<file path="config.mk">
export PLATFORM = sky130hd
export DESIGN_NAME = bitmap_shape_draw_engine
export DESIGN_NICKNAME = d
export VERILOG_FILES = /design/src/rtl/core/bsde_pkg.sv /design/src/rtl/core/bsde_ram.sv /design/src/rtl/core/bitmap_shape_draw_engine.sv
export VERILOG_INCLUDE_DIRS = /design/src /design/src/rtl/core
export SDC_FILE = /design/constraint.sdc
export NUM_CORES = 2
export LEC_CHECK = 0
export ABC_AREA = 1
export BUFFER_PORTS_ARGS = -buffer_cell sky130_fd_sc_hd__buf_2
export CORE_ASPECT_RATIO = 1.75
export CORE_MARGIN = 1
export CORE_UTILIZATION = 40
export DETAILED_ROUTE_END_ITERATION = 7
export GPL_ROUTABILITY_DRIVEN = 0
export PLACE_DENSITY = 0.63
export SLEW_MARGIN = 30
export SYNTH_ARGS = -nofsm -noshare
export SYNTH_HDL_FRONTEND = slang
export SYNTH_SLANG_ARGS = --single-unit
</file>
<file path="constraint.sdc">
create_clock -name clock -period 6.6 [get_ports clock]
set_input_delay 1.32 -clock clock [delete_from_list [all_inputs] [get_ports clock]]
set_output_delay 1.32 -clock clock [all_outputs]
set_load 0.01 [all_outputs]
</file>
<file path="src/rtl/core/bitmap_shape_draw_engine_macros.svh">
// Assertion macros for the drawing engine.
`ifndef BITMAP_SHAPE_DRAW_ENGINE_MACROS_SVH
`define BITMAP_SHAPE_DRAW_ENGINE_MACROS_SVH

`ifndef SYNTHESIS
`define BSDE_ASSERT_CLK(name, clk, rst, prop) \
   name: assert property (@(posedge clk) disable iff (rst) prop) \
      else $error("bitmap_shape_draw_engine: assertion failed");
`define BSDE_ASSERT(name, prop) \
   `BSDE_ASSERT_CLK(name, clock, reset, prop)
`else
`define BSDE_ASSERT_CLK(name, clk, rst, prop)
`define BSDE_ASSERT(name, prop)
`endif

`endif

</file>
<file path="src/rtl/core/bsde_pkg.sv">
`timescale 1ns / 1ps
`default_nettype none

package bsde_pkg;

   localparam int CMD_W      = 3;
   localparam int ROW_W      = 5;
   localparam int COL_W      = 5;
   localparam int SIZE_W     = 6;
   // row/column positions: start plus size, up to 31 + 63
   localparam int POS_W      = 7;
   localparam int ROW_BITS_W = 32;
   localparam int MAX_COLS   = 64;

   typedef enum logic [CMD_W-1:0] {
      CMD_CLEAR   = 3'd0,
      CMD_OUTLINE = 3'd1,
      CMD_FILL    = 3'd2,
      CMD_HLINE   = 3'd3,
      CMD_VLINE   = 3'd4,
      CMD_READ    = 3'd5
   } cmd_type;

endpackage

`default_nettype wire

</file>
<file path="src/rtl/core/bsde_ram.sv">
`timescale 1ns / 1ps
`default_nettype none

module bsde_ram #(
   parameter int WIDTH = 32,
   parameter int DEPTH = 32
) (
   input  wire logic                     clock,
   input  wire logic                     we,
   input  wire logic [$clog2(DEPTH)-1:0] waddr,
   input  wire logic [WIDTH-1:0]         wdata,
   input  wire logic                     re,
   input  wire logic [$clog2(DEPTH)-1:0] raddr,
   output logic      [WIDTH-1:0]         rdata
);

   logic [WIDTH-1:0] mem_ff [DEPTH];

   always_ff @(posedge clock) begin
      if (we) begin
         mem_ff[waddr] <= wdata;
      end
      if (re) begin
         rdata <= mem_ff[raddr];
      end
   end

endmodule

`default_nettype wire

</file>
<file path="src/rtl/core/bitmap_shape_draw_engine.sv">
// One-bit-per-pixel screen with drawing commands.
// Input channel req_*: one command word per handshake (clear, outline rect,
// filled rect, hline, vline, read row). Result channel rsp_*: exactly one
// word per command; rsp_row_bits holds the row for a read, zero otherwise.
// Shapes are clipped at the screen edges; a zero size draws nothing.
// A command walks the rows it touches through the row RAM: one row read per
// cycle, each drawn row written back (OR with the column mask) the cycle after.
// When its rows are done and the output register is free, the result word
// is loaded into that register and the engine returns to idle, ready for
// the next command, in the same cycle. A command touching no row (clear,
// unused codes, zero sizes) goes straight to its result; clear drops every
// row's valid bit at once. A read touches one row.
// One command is in work at a time. The result sits in an output register;
// the next command runs while that word waits, and only the hand-off of its
// own result waits for rsp_ready.
// Reset (synchronous) marks every row as blank and empties the output.
`timescale 1ns / 1ps
`default_nettype none

`include "bitmap_shape_draw_engine_macros.svh"

module bitmap_shape_draw_engine #(
   parameter int SCREEN_ROWS = 32,
   parameter int SCREEN_COLS = 32
) (
   input  wire logic                             clock,
   input  wire logic                             reset,

   input  wire logic                             req_valid,
   output logic                                  req_ready,
   input  wire logic [bsde_pkg::CMD_W-1:0]       req_cmd,
   input  wire logic [bsde_pkg::ROW_W-1:0]       req_start_row,
   input  wire logic [bsde_pkg::COL_W-1:0]       req_start_col,
   input  wire logic [bsde_pkg::SIZE_W-1:0]      req_rect_width,
   input  wire logic [bsde_pkg::SIZE_W-1:0]      req_rect_height,
   input  wire logic [bsde_pkg::SIZE_W-1:0]      req_line_length,

   output logic                                  rsp_valid,
   input  wire logic                             rsp_ready,
   output logic [bsde_pkg::ROW_BITS_W-1:0]       rsp_row_bits,
   output logic                                  rsp_is_read
);

   localparam int RowAW = $clog2(SCREEN_ROWS);
   localparam int PosW  = bsde_pkg::POS_W;
   localparam int BitsW = bsde_pkg::ROW_BITS_W;

   typedef enum logic [2:0] {
      ST_IDLE   = 3'b001,
      ST_RUN    = 3'b010,
      ST_FINISH = 3'b100
   } state_type;

   // control
   state_type              state_ff, state_in;
   logic [SCREEN_ROWS-1:0] valid_ff, valid_in;
   logic                   pend_ff, pend_in;
   logic                   rsp_valid_ff, rsp_valid_in;

   // command context
   logic [PosW-1:0]        y_ff, y_in;
   logic [PosW-1:0]        end_ff, end_in;
   logic [PosW-1:0]        first_ff, first_in;
   logic [PosW-1:0]        last_ff, last_in;
   logic [PosW-1:0]        pend_pos_ff, pend_pos_in;
   logic                   outline_ff, outline_in;
   logic                   is_read_ff, is_read_in;
   logic [SCREEN_COLS-1:0] span_ff, span_in;
   logic [SCREEN_COLS-1:0] side_ff, side_in;
   logic [BitsW-1:0]       res_bits_ff, res_bits_in;
   logic [BitsW-1:0]       rsp_bits_ff, rsp_bits_in;
   logic                   rsp_is_read_ff, rsp_is_read_in;

   // decode
   logic [bsde_pkg::SIZE_W-1:0] dec_ncol;
   logic [bsde_pkg::SIZE_W-1:0] dec_nrow;
   logic [PosW-1:0]             dec_c;
   logic [PosW-1:0]             dec_r;
   logic [PosW-1:0]             dec_col_end;
   logic [PosW-1:0]             dec_right;
   logic [SCREEN_COLS-1:0]      dec_span;
   logic [SCREEN_COLS-1:0]      dec_edge;
   logic                        dec_outline;

   // row RAM
   logic                   ram_we, ram_re;
   logic [RowAW-1:0]       ram_waddr, ram_raddr;
   logic [SCREEN_COLS-1:0] ram_wdata, ram_rdata;

   logic                          issue;
   logic [SCREEN_COLS-1:0]        old_row;
   logic [bsde_pkg::MAX_COLS-1:0] old_wide;
   logic [SCREEN_COLS-1:0]        row_mask;

   bsde_ram #(
      .WIDTH(SCREEN_COLS),
      .DEPTH(SCREEN_ROWS)
   ) u_rows (
      .clock(clock),
      .we   (ram_we),
      .waddr(ram_waddr),
      .wdata(ram_wdata),
      .re   (ram_re),
      .raddr(ram_raddr),
      .rdata(ram_rdata)
   );

   always_comb begin
      dec_outline = 1'b0;
      dec_ncol    = '0;
      dec_nrow    = '0;
      unique case (req_cmd)
         bsde_pkg::CMD_OUTLINE: begin
            dec_outline = 1'b1;
            dec_ncol    = req_rect_width;
            if (req_rect_width != '0 && req_rect_height != '0) begin
               dec_nrow = req_rect_height;
            end
         end
         bsde_pkg::CMD_FILL: begin
            dec_ncol = req_rect_width;
            if (req_rect_width != '0 && req_rect_height != '0) begin
               dec_nrow = req_rect_height;
            end
         end
         bsde_pkg::CMD_HLINE: begin
            dec_ncol = req_line_length;
            if (req_line_length != '0) begin
               dec_nrow = bsde_pkg::SIZE_W'(1);
            end
         end
         bsde_pkg::CMD_VLINE: begin
            dec_ncol = bsde_pkg::SIZE_W'(1);
            dec_nrow = req_line_length;
         end
         bsde_pkg::CMD_READ: begin
            dec_nrow = bsde_pkg::SIZE_W'(1);
         end
         default: begin
         end
      endcase
   end

   assign dec_c       = PosW'(req_start_col);
   assign dec_r       = PosW'(req_start_row);
   assign dec_col_end = dec_c + PosW'(dec_ncol);
   assign dec_right   = dec_c + PosW'(req_rect_width) - PosW'(1);

   // per-column masks; columns past the screen simply do not exist
   always_comb begin
      for (int x = 0; x < SCREEN_COLS; x++) begin
         dec_span[x] = (PosW'(x) >= dec_c) && (PosW'(x) < dec_col_end);
         dec_edge[x] = (PosW'(x) == dec_c) || (PosW'(x) == dec_right);
      end
   end

   assign issue     = (state_ff == ST_RUN) && (y_ff != end_ff)
                      && (int'(y_ff) < SCREEN_ROWS);
   assign ram_re    = issue;
   assign ram_raddr = RowAW'(y_ff);
   assign ram_waddr = RowAW'(pend_pos_ff);

   // a row never written since the last clear reads as blank
   assign old_row   = valid_ff[ram_waddr] ? ram_rdata : '0;
   assign old_wide  = bsde_pkg::MAX_COLS'(old_row);
   assign row_mask  = (!outline_ff || pend_pos_ff == first_ff || pend_pos_ff == last_ff)
                      ? span_ff : side_ff;
   assign ram_wdata = old_row | row_mask;
   assign ram_we    = pend_ff && !is_read_ff;

   always_comb begin
      state_in       = state_ff;
      valid_in       = valid_ff;
      pend_in        = 1'b0;
      rsp_valid_in   = rsp_valid_ff;
      y_in           = y_ff;
      end_in         = end_ff;
      first_in       = first_ff;
      last_in        = last_ff;
      pend_pos_in    = pend_pos_ff;
      outline_in     = outline_ff;
      is_read_in     = is_read_ff;
      span_in        = span_ff;
      side_in        = side_ff;
      res_bits_in    = res_bits_ff;
      rsp_bits_in    = rsp_bits_ff;
      rsp_is_read_in = rsp_is_read_ff;

      if (rsp_valid_ff && rsp_ready) begin
         rsp_valid_in = 1'b0;
      end

      unique case (state_ff)
         ST_IDLE: begin
            if (req_valid) begin
               y_in        = dec_r;
               end_in      = dec_r + PosW'(dec_nrow);
               first_in    = dec_r;
               last_in     = dec_r + PosW'(req_rect_height) - PosW'(1);
               outline_in  = dec_outline;
               is_read_in  = (req_cmd == bsde_pkg::CMD_READ);
               span_in     = dec_span;
               side_in     = dec_outline ? dec_edge : dec_span;
               res_bits_in = '0;
               if (req_cmd == bsde_pkg::CMD_CLEAR) begin
                  valid_in = '0;
               end
               state_in = ST_RUN;
            end
         end
         ST_RUN: begin
            if (issue) begin
               pend_in     = 1'b1;
               pend_pos_in = y_ff;
               y_in        = y_ff + PosW'(1);
            end
            if (pend_ff) begin
               if (is_read_ff) begin
                  res_bits_in = old_wide[BitsW-1:0];
               end else begin
                  valid_in[ram_waddr] = 1'b1;
               end
            end
            if (!issue && !pend_ff) begin
               state_in = ST_FINISH;
            end
         end
         ST_FINISH: begin
            if (!rsp_valid_ff || rsp_ready) begin
               rsp_valid_in   = 1'b1;
               rsp_bits_in    = res_bits_ff;
               rsp_is_read_in = is_read_ff;
               state_in       = ST_IDLE;
            end
         end
         default: begin
            state_in = ST_IDLE;
         end
      endcase
   end

   always_ff @(posedge clock) begin
      if (reset) begin
         state_ff     <= ST_IDLE;
         valid_ff     <= '0;
         pend_ff      <= 1'b0;
         rsp_valid_ff <= 1'b0;
      end else begin
         state_ff     <= state_in;
         valid_ff     <= valid_in;
         pend_ff      <= pend_in;
         rsp_valid_ff <= rsp_valid_in;
      end
   end

   always_ff @(posedge clock) begin
      y_ff           <= y_in;
      end_ff         <= end_in;
      first_ff       <= first_in;
      last_ff        <= last_in;
      pend_pos_ff    <= pend_pos_in;
      outline_ff     <= outline_in;
      is_read_ff     <= is_read_in;
      span_ff        <= span_in;
      side_ff        <= side_in;
      res_bits_ff    <= res_bits_in;
      rsp_bits_ff    <= rsp_bits_in;
      rsp_is_read_ff <= rsp_is_read_in;
   end

   assign req_ready    = (state_ff == ST_IDLE);
   assign rsp_valid    = rsp_valid_ff;
   assign rsp_row_bits = rsp_bits_ff;
   assign rsp_is_read  = rsp_is_read_ff;

   // write-back of one row never collides with the read of the next
   `BSDE_ASSERT(a_no_row_overlap, ram_we && ram_re |-> ram_waddr != ram_raddr)
   // read data is consumed only while a command walks its rows
   `BSDE_ASSERT(a_pend_in_run, pend_ff |-> state_ff == ST_RUN)
   // a blocked output word holds the finished command back
   `BSDE_ASSERT(a_finish_waits, state_ff == ST_FINISH && rsp_valid_ff && !rsp_ready |=> state_ff == ST_FINISH)
   // only read words carry row data
   `BSDE_ASSERT(a_draw_word_zero, rsp_valid && !rsp_is_read |-> rsp_row_bits == '0)

endmodule

`default_nettype wire

</file>
==> Word-level counts from Yosys, hierarchy flattened <==
Memory sizes are Yosys's and may differ from the RTL's. A register that Yosys moved wholly into a read port is not among the register bits.
Index checks and enable logic that the tools add are counted.
{ "classes": {"reduce_logical": 95, "addsub": 7, "bitwise_logic": 3, "magnitude_cmp": 67, "n_eq_ne": 81, "muxes": 34} }
{ "op_table": {"columns": ["op", "n"], "rows": [
  ["$mux W32", 10],
  ["$pmux W32 S2", 2],
  ["$eq A5 B7 Y1 const A", 16],
  ["$lt A5 B7 Y1 const A", 16],
  ["$eq A5 B5 Y1 const A", 16],
  ["$ge A5 B5 Y1 const A", 16],
  ["$or A32 B32 Y32", 2],
  ["$eq A4 B7 Y1 const A", 8],
  ["$lt A4 B7 Y1 const A", 8],
  ["$eq A4 B5 Y1 const A", 8],
  ["$ge A4 B5 Y1 const A", 8],
  ["$logic_and A1 B1 Y1", 39],
  ["$logic_or A1 B1 Y1", 35],
  ["$add A5 B6 Y7", 4],
  ["$eq A3 B7 Y1 const A", 4],
  ["$lt A3 B7 Y1 const A", 4],
  ["$pmux W6 S4", 1],
  ["$eq A3 B5 Y1 const A", 4],
  ["$ge A3 B5 Y1 const A", 4],
  ["$pmux W6 S3", 1],
  ["$reduce_bool A6 Y1", 3],
  ["$eq A2 B7 Y1 const A", 2],
  ["$logic_not A7 Y1", 2],
  ["$lt A1 B7 Y1 const A", 2],
  ["other kinds (36)", 72]
]} }
{ "totals": {"output_inout_bits": 35, "ff_bits": 201, "input_bits": 35, "mem_count": 1, "wordCells": 304, "ramBits": 1024} }
{ "memory_table": {"columns": ["name", "words", "width", "read_ports", "rd_clocked_by_memory_dff", "write_ports", "line_no", "source"], "rows": [
  ["u_rows.mem_ff", 32, 32, 1, 1, 1, "bsde_ram.sv:17", "logic [WIDTH-1:0] mem_ff [DEPTH];"]
]} }

==> Depth between registers and ports, before layout <==
{ "logic_depth": {"depth_word": 8, "depth_mapped": 18, "ltp_nobuf": 17} }

==> Hierarchy <==
A second synthesis with hierarchy kept.
{ "hier_totals": {"hier_cells": 4775, "area_unflattened_um2": 54123.2} }
{ "by_module_without_submodules": {"columns": ["module", "seq_area_each_um2", "cells_per_inst", "n_inst", "area_each_um2"], "rows": [
  ["bsde_ram", 31710.4, 3536, 1, 42726.0],
  ["bitmap_shape_draw_engine", 5665.4, 1239, 1, 11397.2]
]} }

==> Least setup slack after synthesis <==
No wires, ideal clock.
{ "synth_timing": {"kind": "input to register", "startpoint": "input rsp_ready", "endpoint": "register rsp_is_read_ff, in the netlist rsp_is_read, enable pin", "required_ns": 6.094, "n_path_buf": 0, "cell_stages": 2, "t_arrival_ns": 4.527, "setup_slack_ns": 1.567, "cell_sequence": "nor2_1 -> nor4_1"} }
{ "synth_between": {"elab_chain_cells": 2} }
{ "synth_rtl": {"columns": ["element", "line_no", "source"], "rows": [
  ["start: declaration", "bitmap_shape_draw_engine.sv:39", "input wire logic rsp_ready,"],
  ["$logic_or A1 B1 Y1", "bitmap_shape_draw_engine.sv:229", "if (!rsp_valid_ff || rsp_ready) begin"],
  ["$reduce_and A2 Y1 (no line)", null, null],
  ["end signal: assignment", "bitmap_shape_draw_engine.sv:268", "rsp_is_read_ff <= rsp_is_read_in;"],
  ["end: declaration", "bitmap_shape_draw_engine.sv:72", "logic rsp_is_read_ff, rsp_is_read_in;"]
]} }
Every way passes these cells.
A chain may end at the register's enable or synchronous reset.

==> Worst setup path after layout <==
{ "layout_timing": {"startpoint": "input req_cmd[0] in the netlist's numbering", "endpoint": "register span_ff[21], data pin"} }
{ "layout_between": {"elab_chain_cells": 6, "word_cells_on_any_way": 9} }
{ "layout_rtl": {"columns": ["element", "line_no", "source"], "rows": [
  ["start: declaration", "bitmap_shape_draw_engine.sv:31", "input wire logic [bsde_pkg::CMD_W-1:0] req_cmd,"],
  ["$eq A3 B2 Y1 or $eq A3 B1 Y1 (tied branches)", "bitmap_shape_draw_engine.sv:112", "unique case (req_cmd)"],
  ["$reduce_or A2 Y1 (no line)", null, null],
  ["$pmux W6 S3 *", "bitmap_shape_draw_engine.sv:112", null],
  ["$add A5 B6 Y7 *", "bitmap_shape_draw_engine.sv:146", "assign dec_col_end = dec_c + PosW'(dec_ncol);"],
  ["$lt A5 B7 Y1 *", "bitmap_shape_draw_engine.sv:152", "dec_span[x] = (PosW'(x) >= dec_c) && (PosW'(x) < dec_col_end);"],
  ["$logic_and A1 B1 Y1 *", "bitmap_shape_draw_engine.sv:152", null],
  ["named net dec_span[21]", "bitmap_shape_draw_engine.sv:81", "logic [SCREEN_COLS-1:0] dec_span;"],
  ["end signal: assignment", "bitmap_shape_draw_engine.sv:264", "span_ff <= span_in;"],
  ["end: declaration", "bitmap_shape_draw_engine.sv:68", "logic [SCREEN_COLS-1:0] span_ff, span_in;"]
]} }
The timed path passes the listed nets; every way through them passes the cells marked *.

==> metrics.cfg <==
[yosys]
syn_area_per_cell_um2=12.08
ys_warn_count=0
synth_top_area_share_pct=70.73
synth_area_leaders=edfxtp_1 71%, o21ai_0 5.6%, nor2_1 5.1%
synth_cell_types=46
ys_ff_latch=1257
synth_area_um2=51790
syn_nets=4358
yosysSeqAreaShare_pct=72.16
yosysTopAreaCell=edfxtp_1
synth_flop_cell=edfxtp_1
synth_edf_count=1220
ys_async_sr_fraction_pct=0
synth_cells=4288

[global_route]
grt_pass1_vias=32850
grt_max_degree=225
grt_overflow=0
track_usage_pct=22.12
antenna_found_initial=2
grt_pass1_wl_um=213400

[floorplan]
fp-row-count=174
die-area_um2=131000
die_y_um=478.0
start_util_pct=40.32
die-width_um=274.0
ios=70
core_area_um2=128400

[setup_path]
cp_cell_sequence=buf_2 > inv_1 > nand2_1 > inv_1 > nand2_1 > o221ai_1 > ha_1 > fa_1 > nand3_1 > nand2_1 > inv_1 > nand2_1 > nand2_2 > nand3_4 > nor2_1 > inv_1 > nand2_1 > nor2_1
path_class=input port to flip-flop
reg2regPathDepth=8
cp-startpoint=req_cmd[0]
worstPathMaxFanout=15
critPathSlowestCell=nor2_1
max_stage_delay_ns=0.64
crit_buf_inv=5
ff2ff_setup_slack_ns=2.59
crit_top_cell=nand2_1
worst_setup_path_end_kind=flip-flop
r2r_start=pend_pos_ff[0]
cp_data_arrival_time_ns=4.55
critPathTopFamily=simple AND/OR/NAND/NOR gates
critPathLaunchType=input port
timing.rr.end=u_rows.mem_ff[8][8]
required_ns=7.02

[sta]
finalSetupViolations=0
finalHoldViolations=0
slew_headroom_pct=30.74
worst_slack_ns=2.472
tightestPinTransition_ns=1.039
rsz0062_at_grt=false
period_needed_ns=4.128
timing.hold.ws_ns=0.4259
max_freq_ghz=0.2423
tns_ns=0
skew_ns=0.03679
slew_viol_final=0
finalCritPeriodShare_pct=62.54

[routing]
viasPerCell=5.721
first_iter_violations=3816
wl_per_cell_um=24.36
routed-via-count=34400
post-route-drc-count=0
firstDrtPassIters=6
detail-route-antenna-nets=0
wl_um=146500

[worst_hold_path]
hold_end=rsp_row_bits[25]
hold_path.class=flip-flop to flip-flop
hp-start=res_bits_ff[25]
hold_depth=0

[clock_tree]
cts_tree=yes
worstSkewPairLatency_ns=0.71
post-cts-setup-buffers=0
ctsLongestPathBuffers=3
h-tree-depth=3
holdBufCountCts=0
cts_resized=0
clk_pin_slew_ns=0.07
root_buffer=clkbuf_16
clock_sinks=1257
cts_inserted_buffers=97

[power_and_ir_drop]
peakVddDrop_v=0.0004417
finalPower_w=0.02100
p_per_area_nw_per_um2=367.1
power_leakage_nw=19.09

[placed_design]
place_worst_setup_slack_ns=1.861
dpl.cell_count=5837
dp_hpwl_um=75520
io_buffers=69

[finish]
fill_cells=11580
instances_no_fill=6013
area_delta_synth_final_pct=10.43
drive_above_1_share_pct=8.594
nets=4334

[outcome]
status=finished, final reports clean

[run]
maxCapViolations=0

## power by group
part | total, W | switching, W | internal [W]
clock network | 0.00600 | 0.00277 | 0.00323
logic | 0.00488 | 0.00371 | 0.00117
registers | 0.0101 | 0.000138 | 0.00998
total | 0.0210 | 0.00662 | 0.0144
## state kept, by name, summed over array words and instances, names as in the netlist, 32 cells and up
signal         flops
side_ff           32
res_bits_ff       32
span_ff           32
rsp_row_bits      32
valid_ff          32
u_rows.rdata      32
u_rows.mem_ff   1024
## placed cells by master, fill, tap and decap left out, types with 21 or more instances in the layout
master     Yosys  routed
edfxtp_1    1220    1220
nor2_1       698     696
o21ai_0      576     575
nand2_1      423     408
inv_1        261     254
nand3_1      186     185
o22ai_1      171     171
clkbuf_16      0      99
o211ai_1      78      78
buf_2         46      69
buf_4          4      63
nand4_1       57      57
a21oi_1       55      54
o221ai_1      47      47
dfxtp_1       37      37
nor3_2         1      34
ha_1          31      31
o21ai_1       27      28
nand2_2       11      26
clkinv_2       0      21
## through the flow
stage / utilization, % / instance area, µm²
final: 44.53 / 57190
after global placement: 42.01 / 53960
after detailed placement: 42.03 / 53990
after global routing: 44.53 / 57190
after CTS: 44.50 / 57160
after floorplan: - / 51790
## how the worst max path moves through the flow
stage | depth (start not counted) | slack (ns) | end
after floorplan | 2 | 1.57 | rsp_is_read
after global placement | 18 | 1.92 | span_ff[20]
after detailed placement | 18 | 1.86 | span_ff[21]
after CTS | 8 | 2.60 | u_rows.mem_ff[25][14]
after global routing | 18 | 2.27 | span_ff[17]
final | 18 | 2.47 | span_ff[21]
## layer usage
layer	vias up	part of all wire [%]	GRT usage, %
met5	-	0	0
li1	15390	-	-
met3	347	7.7	2.975
met4	0	5.0	10.71
met2	1686	51	38.41
met1	16980	37	26.89
## cell type report
cell class                 instances  area, µm²  share of cell area (%)
timing repair buffer             139      953.4                   1.667
inverter                         269       1026                   1.794
sequential                      1257      37380                   65.35
multi-input combinational       2500      12570                   21.98
clock inverter                    60      634.4                   1.109
tap                             1672       2092                   3.658
antenna                            1      2.502                0.004375
clock buffer                     115       2537                   4.436
## synth_stat cells (37+ instances only)
cell type	n
o21ai_0	576
nand4_1	57
o22ai_1	171
nand3_1	186
o221ai_1	47
buf_2	46
inv_1	261
a21oi_1	55
dfxtp_1	37
nand2_1	423
edfxtp_1	1220
nor2_1	698
clkbuf_1	188
nor3_1	48
o211ai_1	78
## cells by family after synthesis
group | share of synthesized area, %
flops | 72.16
xor+xnor | 0.4904
fa+ha+maj | 0.9035
compound gates | 10.79
buf+inv | 4.034
simple gates | 11.61
Note: power is estimated with default switching activity, not from simulation.
